`config.mk`:
```
export PLATFORM = sky130hd
export DESIGN_NAME = servo_command_parser_top
export DESIGN_NICKNAME = d
export VERILOG_FILES = /design/src/hdl/scp_pkg.sv /design/src/hdl/scp_servo.sv /design/src/hdl/scp_angle.sv /design/src/hdl/scp_outbuf.sv /design/src/hdl/servo_command_parser_top.sv
export SDC_FILE = /design/constraint.sdc
export NUM_CORES = 1
export LEC_CHECK = 0
export BUFFER_PORTS_ARGS = -buffer_cell sky130_fd_sc_hd__buf_2
export CORE_UTILIZATION = 50
export CTS_CLUSTER_SIZE = 12
export DETAILED_ROUTE_END_ITERATION = 16
export MAX_ROUTING_LAYER = met4
export PLACE_DENSITY = 0.69
export RECOVER_POWER = 50
export SLEW_MARGIN = 20
export SYNTH_ARGS = -nofsm -noshare
export SYNTH_HDL_FRONTEND = slang
export SYNTH_SLANG_ARGS = --single-unit
export TNS_END_PERCENT = 20
```
`constraint.sdc`:
```
create_clock -name clk -period 14.5 [get_ports clk]
set_input_delay 3.625 -clock clk [delete_from_list [all_inputs] [get_ports clk]]
set_output_delay 3.625 -clock clk [all_outputs]
set_load 0.05 [all_outputs]
```
`src/hdl/scp_pkg.sv`:
```
// Shared types and character constants for the servo command parser.
package scp_pkg;

  // ASCII codes the parser looks for
  localparam logic [7:0] CH_G     = 8'h47;
  localparam logic [7:0] CH_O     = 8'h4F;
  localparam logic [7:0] CH_C     = 8'h43;
  localparam logic [7:0] CH_COLON = 8'h3A;
  localparam logic [7:0] CH_ZERO  = 8'h30;
  localparam logic [7:0] CH_NINE  = 8'h39;

  localparam logic [2:0] GRIPPER_INDEX = 3'd5;
  localparam int         SERVO_ACC_W   = 8;
  localparam int         ANGLE_OUT_W   = 16;

  // Decoded view of one incoming byte
  typedef struct packed {
    logic       is_digit;
    logic       is_colon;
    logic       is_o;
    logic       is_c;
    logic [3:0] digit;
  } char_class_t;

  // Servo number scan phases
  typedef enum logic [2:0] {
    SP_SCAN   = 3'b001,
    SP_DIGITS = 3'b010,
    SP_DONE   = 3'b100
  } servo_phase_t;

  // Angle scan phases
  typedef enum logic [3:0] {
    AP_WAIT   = 4'b0001,
    AP_FIRST  = 4'b0010,
    AP_DIGITS = 4'b0100,
    AP_DONE   = 4'b1000
  } angle_phase_t;

  // One result item
  typedef struct packed {
    logic [2:0]             servo_index;
    logic                   servo_ok;
    logic [ANGLE_OUT_W-1:0] angle_value;
    logic                   angle_ok;
  } result_t;

endpackage

```
`src/hdl/scp_servo.sv`:
```
// Servo number scanner: accumulates the decimal servo number of a message.
module scp_servo import scp_pkg::*; #(
  parameter int SERVO_COUNT = 5
) (
  input  logic        clk,
  input  logic        rst,
  input  logic        step,
  input  logic        last,
  input  logic        gripper,
  input  char_class_t cls,
  output logic        servo_ok,
  output logic [2:0]  servo_index
);

  servo_phase_t           phase, phase_next;
  logic [SERVO_ACC_W-1:0] accum, accum_next;
  logic                   seen, seen_next;
  logic [SERVO_ACC_W+3:0] push_sum;
  logic [SERVO_ACC_W-1:0] push_sat;
  logic [SERVO_ACC_W-1:0] upd_accum;
  logic [SERVO_ACC_W-1:0] idx_full;

  // accum * 10 + digit, saturating at all ones
  assign push_sum = ({4'b0, accum} << 3) + ({4'b0, accum} << 1)
                  + {{SERVO_ACC_W{1'b0}}, cls.digit};
  assign push_sat = (push_sum[SERVO_ACC_W+3:SERVO_ACC_W] != 4'b0) ?
                    {SERVO_ACC_W{1'b1}} : push_sum[SERVO_ACC_W-1:0];

  // Scan update for the byte being taken
  always_comb begin
    phase_next = phase;
    upd_accum  = accum;
    seen_next  = seen;
    if (step && !gripper) begin
      case (phase)
        SP_SCAN: begin
          if (cls.is_digit) begin
            upd_accum  = {{(SERVO_ACC_W-4){1'b0}}, cls.digit};
            seen_next  = 1'b1;
            phase_next = SP_DIGITS;
          end else if (cls.is_colon) begin
            phase_next = SP_DONE;
          end
        end
        SP_DIGITS: begin
          if (cls.is_digit) begin
            upd_accum = push_sat;
          end else begin
            phase_next = SP_DONE;
          end
        end
        default: ;
      endcase
    end
    accum_next = upd_accum;
  end

  // Result view: number must be 1..SERVO_COUNT
  assign idx_full    = upd_accum - SERVO_ACC_W'(1);
  assign servo_ok    = seen_next && (upd_accum != '0) &&
                       (upd_accum <= SERVO_ACC_W'(SERVO_COUNT));
  assign servo_index = servo_ok ? idx_full[2:0] : 3'd0;

  // State registers, cleared after the last byte of a message
  always_ff @(posedge clk) begin
    if (rst || (step && last)) begin
      phase <= SP_SCAN;
      accum <= '0;
      seen  <= 1'b0;
    end else begin
      phase <= phase_next;
      accum <= accum_next;
      seen  <= seen_next;
    end
  end

endmodule

```
`src/hdl/scp_angle.sv`:
```
// Angle scanner: decodes the digits or gripper letter after the first colon.
module scp_angle import scp_pkg::*; #(
  parameter int ANGLE_WIDTH = 16
) (
  input  logic                   clk,
  input  logic                   rst,
  input  logic                   step,
  input  logic                   last,
  input  logic                   gripper,
  input  char_class_t            cls,
  output logic                   angle_ok,
  output logic [ANGLE_OUT_W-1:0] angle_value
);

  angle_phase_t                     phase, phase_next;
  logic [ANGLE_WIDTH-1:0]           accum, accum_next;
  logic                             vflag, vflag_next;
  logic [ANGLE_WIDTH+3:0]           push_sum;
  logic [ANGLE_WIDTH-1:0]           push_sat;
  logic [ANGLE_WIDTH+ANGLE_OUT_W-1:0] accum_ext;

  // accum * 10 + digit, saturating at all ones
  assign push_sum = ({4'b0, accum} << 3) + ({4'b0, accum} << 1)
                  + {{ANGLE_WIDTH{1'b0}}, cls.digit};
  assign push_sat = (push_sum[ANGLE_WIDTH+3:ANGLE_WIDTH] != 4'b0) ?
                    {ANGLE_WIDTH{1'b1}} : push_sum[ANGLE_WIDTH-1:0];

  // Scan update for the byte being taken
  always_comb begin
    phase_next = phase;
    accum_next = accum;
    vflag_next = vflag;
    if (step) begin
      case (phase)
        AP_WAIT: begin
          if (cls.is_colon) phase_next = AP_FIRST;
        end
        AP_FIRST: begin
          if (gripper && cls.is_o) begin
            accum_next = '0;
            vflag_next = 1'b1;
            phase_next = AP_DONE;
          end else if (gripper && cls.is_c) begin
            accum_next = ANGLE_WIDTH'(1);
            vflag_next = 1'b1;
            phase_next = AP_DONE;
          end else if (cls.is_digit) begin
            accum_next = {{(ANGLE_WIDTH-4){1'b0}}, cls.digit};
            vflag_next = 1'b1;
            phase_next = AP_DIGITS;
          end else begin
            phase_next = AP_DONE;
          end
        end
        AP_DIGITS: begin
          if (cls.is_digit) begin
            accum_next = push_sat;
          end else begin
            phase_next = AP_DONE;
          end
        end
        default: ;
      endcase
    end
  end

  // Result view, truncated or zero-extended to the output width
  assign accum_ext   = {{ANGLE_OUT_W{1'b0}}, accum_next};
  assign angle_ok    = vflag_next;
  assign angle_value = vflag_next ? accum_ext[ANGLE_OUT_W-1:0] : '0;

  // State registers, cleared after the last byte of a message
  always_ff @(posedge clk) begin
    if (rst || (step && last)) begin
      phase <= AP_WAIT;
      accum <= '0;
      vflag <= 1'b0;
    end else begin
      phase <= phase_next;
      accum <= accum_next;
      vflag <= vflag_next;
    end
  end

endmodule

```
`src/hdl/scp_outbuf.sv`:
```
// Result register with a skid stage so the input side keeps moving.
module scp_outbuf import scp_pkg::*; (
  input  logic    clk,
  input  logic    rst,
  input  logic    push,
  input  result_t push_data,
  output logic    room,
  output logic    res_valid,
  input  logic    res_ready,
  output result_t res_data
);

  logic    out_valid;
  result_t out_data;
  logic    skid_valid;
  result_t skid_data;

  assign room      = !skid_valid;
  assign res_valid = out_valid;
  assign res_data  = out_data;

  // Control: output slot refills from skid first, else from a new item
  always_ff @(posedge clk) begin
    if (rst) begin
      out_valid  <= 1'b0;
      skid_valid <= 1'b0;
    end else if (!out_valid || res_ready) begin
      out_valid  <= skid_valid || push;
      skid_valid <= 1'b0;
    end else if (push) begin
      skid_valid <= 1'b1;
    end
  end

  // Payload
  always_ff @(posedge clk) begin
    if (!out_valid || res_ready) begin
      out_data <= skid_valid ? skid_data : push_data;
    end else if (push) begin
      skid_data <= push_data;
    end
  end

`ifndef SYNTH
  a_skid_needs_out: assert property (@(posedge clk) disable iff (rst)
    skid_valid |-> out_valid)
    else $error("skid holds an item while output slot is empty");

  a_no_push_when_full: assert property (@(posedge clk) disable iff (rst)
    push |-> !skid_valid)
    else $error("result pushed while skid stage is full");

  a_skid_drains: assert property (@(posedge clk) disable iff (rst)
    (skid_valid && res_ready) |=>
      (out_valid && !skid_valid && out_data == $past(skid_data)))
    else $error("skid item not moved into output slot");
`endif

endmodule

```
`src/hdl/servo_command_parser_top.sv`:
```
// Top level of the servo command parser: byte classification and result assembly.
//
//  channel | signals                                   | dir | item
//  --------+-------------------------------------------+-----+---------------------
//  cmd     | cmd_valid, cmd_ready, char_byte, last_byte | in  | one message byte
//  res     | res_valid, res_ready, servo_index,        | out | one decoded command
//          | servo_ok, angle_value, angle_ok           |     |
//
//  One byte is taken per cycle while cmd_ready is high and updates the scan
//  registers in the cycle it is accepted. A last byte's result is registered
//  in the result register, or in the one-item skid stage while a result
//  waits, so bytes keep flowing; cmd_ready drops only when both are full.
//  Reset (rst, synchronous) returns all scanners to the start of a message.
module servo_command_parser_top import scp_pkg::*; #(
  parameter int ANGLE_WIDTH = 16,
  parameter int SERVO_COUNT = 5
) (
  input  logic                   clk,
  input  logic                   rst,
  input  logic                   cmd_valid,
  output logic                   cmd_ready,
  input  logic [7:0]             char_byte,
  input  logic                   last_byte,
  output logic                   res_valid,
  input  logic                   res_ready,
  output logic [2:0]             servo_index,
  output logic                   servo_ok,
  output logic [ANGLE_OUT_W-1:0] angle_value,
  output logic                   angle_ok
);

  logic                   step;
  logic                   first_pos;
  logic                   gripper;
  logic                   gripper_cur;
  char_class_t            cls;
  logic                   scan_sok;
  logic [2:0]             scan_sidx;
  logic                   a_ok;
  logic [ANGLE_OUT_W-1:0] a_value;
  result_t                res_in;
  result_t                res_out;
  logic                   room;

  assign cmd_ready = room;
  assign step      = cmd_valid && cmd_ready;

  // Byte classification
  always_comb begin
    cls.is_digit = char_byte inside {[CH_ZERO:CH_NINE]};
    cls.is_colon = (char_byte == CH_COLON);
    cls.is_o     = (char_byte == CH_O);
    cls.is_c     = (char_byte == CH_C);
    cls.digit    = cls.is_digit ? char_byte[3:0] : 4'd0;
  end

  // Gripper mode is fixed by a 'G' at the head of the message
  assign gripper_cur = gripper || (first_pos && char_byte == CH_G);

  always_ff @(posedge clk) begin
    if (rst) begin
      first_pos <= 1'b1;
      gripper   <= 1'b0;
    end else if (step) begin
      first_pos <= last_byte;
      gripper   <= gripper_cur && !last_byte;
    end
  end

  scp_servo #(.SERVO_COUNT(SERVO_COUNT)) u_servo (
    .clk         (clk),
    .rst         (rst),
    .step        (step),
    .last        (last_byte),
    .gripper     (gripper_cur),
    .cls         (cls),
    .servo_ok    (scan_sok),
    .servo_index (scan_sidx)
  );

  scp_angle #(.ANGLE_WIDTH(ANGLE_WIDTH)) u_angle (
    .clk         (clk),
    .rst         (rst),
    .step        (step),
    .last        (last_byte),
    .gripper     (gripper_cur),
    .cls         (cls),
    .angle_ok    (a_ok),
    .angle_value (a_value)
  );

  // Result assembly
  always_comb begin
    res_in.servo_index = gripper_cur ? GRIPPER_INDEX : scan_sidx;
    res_in.servo_ok    = gripper_cur || scan_sok;
    res_in.angle_value = a_value;
    res_in.angle_ok    = a_ok;
  end

  scp_outbuf u_outbuf (
    .clk       (clk),
    .rst       (rst),
    .push      (step && last_byte),
    .push_data (res_in),
    .room      (room),
    .res_valid (res_valid),
    .res_ready (res_ready),
    .res_data  (res_out)
  );

  assign servo_index = res_out.servo_index;
  assign servo_ok    = res_out.servo_ok;
  assign angle_value = res_out.angle_value;
  assign angle_ok    = res_out.angle_ok;

endmodule
```
==> metrics.txt <==
die area=10880 um^2; Clock Path Buffers=2; end of the critical path=u_outbuf.res_data[19]; HP Class=reg2reg; fin util=57.21%; Max VDD drop=0.00004856 V; Worst-Skew Late Latency=360 ps; Least-Margin Pin Slew=1431 ps; fill count=948; hpwl dp=9.528 mm; final setup fails=0; Synth warnings=0; core box area=9955 um^2; min Tclk post-route=7759 ps; PnR worst setup slack=6741 ps; Commonest cells post-synth=69 x nor2_1, 51 x a21oi_1, 51 x nand2_1, 50 x ha_1, 42 x edfxtp_1; CTS Root Buffer Type=clkbuf_8; worst flop-to-flop path endpoint=u_outbuf.res_data[19]; Worst path max stage delay=480 ps; diode count=0; total grt overflow=0; initial core utilization=52.59%; crit path DAT=7950 ps; wire per inst=16.98 um; slowest CP cell=a221o_1; Worst Setup End Kind=flop; I/O Pins=36; syn nets=647; final wirelength=12.72 mm; TritonCTS Buffers=9; WS Path Type=in2reg; Crit Path Max Fanout=10; post-synth top area share=24.09%; fin crit share=53.51%; PostCTS Resize Cnt=0; Cell Rows=36; DR iter-0 viols=316; H-tree levels=3; Lkg Pwr=2.254 nW; max_slew headroom=4.614%; Synth Instances=582; RSZ-0062 raised after global routing=no; top-count cell post-synth=nor2_1; Async S/R FF share, synth=0%; post-place instance area=5527 um^2; Hold Crit Start=first_pos; routability congestion estimate=0.9226; Die Y=104.3 um; CP Cell Sequence=buf_2 > and4bb_1 > nand3b_1 > nor2_1 > xor2_1 > ha_1 > inv_1 > fa_1 > nand2b_1 > a2111o_1 > a221o_1 > nor3_1 > o221ai_1 > o21ai_0 > ha_1 > nor3_1 > a211o_1 > o31ai_2; leading post-synthesis cells by cell area=edfxtp_1 24%, dfxtp_1 14%, ha_1 12%; Post-Syn Area=5235 um^2; setup slack after placement=6415 ps; drc violations=0; Crit. Startpoint=char_byte[6]; CP Buf/Inv Count=2; Max Fclk=128.9 MHz; outcome=complete, no violations; Area growth syn-to-layout=8.795%; Netlist cell types=65; Nets=676; vias=4604; largest net degree at the start of global routing=34; CP startpoint kind=input port; Die W=104.3 um; leading area contributor after synthesis=edfxtp_1; IO buf count=35; Final Skew=11.98 ps; Post-CTS Hold Buffers=0; setup TNS=0 ps; syn_area_per_cell=8.995 um^2; Final Hold Viols=0; pwr dens=75.75 nW/um^2; postcts setup bufs=0; RR Startpoint=u_servo.accum[0]; Vias/cell=6.147; max-cap violation count=0; Post-synth top flop=edfxtp_1; post-synthesis sequential area ratio=38.24%; Post-synth EDFFs=42; R2R setup slack=10390 ps; TritonCTS clock tree=done; Reg clk slew, reported paths=90 ps; GRT Overall Usage=24.81%; worst r2r path cells=14; layout cell share with drive strength beyond 1=7.468%; first drt pass iteration count=5; Critical Path RT=14690 ps; Antenna Nets Post-Route=0; worst hold slack=451.6 ps; Design Area, Final=5695 um^2; CP delay by family, top=compound AO/OA/AOI/OAI gates; vias in the first global route=4195; clock sink total=79; count of final max-slew check failures=0; initial antenna violation count=0; CP Depth=18; first-pass GRT wire length=21.07 mm; synthesized flop and latch total=79
## power breakdown
group | total (mW) | internal (mW) | switching, mW
combinational | 0.0286 | 0.00668 | 0.0219
sequential | 0.239 | 0.238 | 0.00149
clock | 0.164 | 0.0798 | 0.0840
total | 0.431 | 0.324 | 0.107
## layer usage
| metal | track usage, % | wire length, um | up-vias |
|---|---|---|---|
| li1 | - | - | 2247 |
| met1 | 35.95 | 6072 | 2165 |
| met2 | 36.28 | 5558 | 177 |
| met3 | 2.882 | 928 | 15 |
| met4 | 7.245 | 157 | 0 |
| met5 | - | 0 | - |
## per-stage QoR
step                      power (mW)  std cells
final                         0.4314        749
after global routing          0.4450        749
after CTS                     0.4344        748
after detailed placement      0.2733        732
after global placement        0.2730        732
after floorplan               0.2649        582
## logic make-up after synthesis
group	after synthesis	synth area share, %
DFF	79	38.24
and+or+nand+nor	209	19.41
xor gates and xnor gates	18	3.011
muxes	6	1.195
AOI/OAI and AO/OA	175	22.18
adders and majority gates	52	12.72
buffers and inverters	43	3.250
## cell type report
| class | instances | area [um^2] | share of cell area (%) |
|---|---|---|---|
| Multi-Input combinational cell | 460 | 3069 | 53.89 |
| Sequential cell | 79 | 2002 | 35.15 |
| Timing Repair Buffer | 43 | 195.2 | 3.427 |
| Tap cell | 133 | 166.4 | 2.922 |
| Clock buffer | 9 | 123.9 | 2.175 |
| Clock inverter | 7 | 71.32 | 1.252 |
| Inverter | 18 | 67.56 | 1.186 |
## sequential cells by signal, indices dropped and copies added (netlist names), 3 cells and up
register / cells
u_angle.phase: 4
u_outbuf.skid_data: 21
u_outbuf.res_data: 21
u_servo.accum: 8
u_angle.accum: 16
u_servo.phase: 3
## how the worst min path moves through the flow
stage | to | slack (ps) | cells after the start
after floorplan | first_pos | 420 | 2
after global placement | first_pos | 430 | 2
after detailed placement | first_pos | 440 | 2
after CTS | first_pos | 450 | 2
after global routing | first_pos | 490 | 2
final | first_pos | 450 | 2
## worst reg2reg max path, delay by kind of cell, from the launching register on
kind,cells,cell delay [ps]
adder cells (fa/ha/maj),3,1060
AO/OA/AOI/OAI,6,1810
AND/OR/NAND/NOR,3,450
flip-flops,1,370
XOR/XNOR,1,190
buffers and inverters,1,70
## cell usage in the layout, fill, tap and decap left out, drive strengths merged, types with 10 or more instances in the layout
cell type	Yosys	routed
dfxtp	37	37
o21ai	37	37
nand2	51	51
buf	3	17
nor2	69	69
nand3	18	18
a31oi	11	11
nor3	17	17
edfxtp	42	42
a21oi	51	51
ha	50	50
xnor2	10	10
inv	17	18
clkbuf	22	35
No activity file was read; power rests on OpenSTA's default activity.
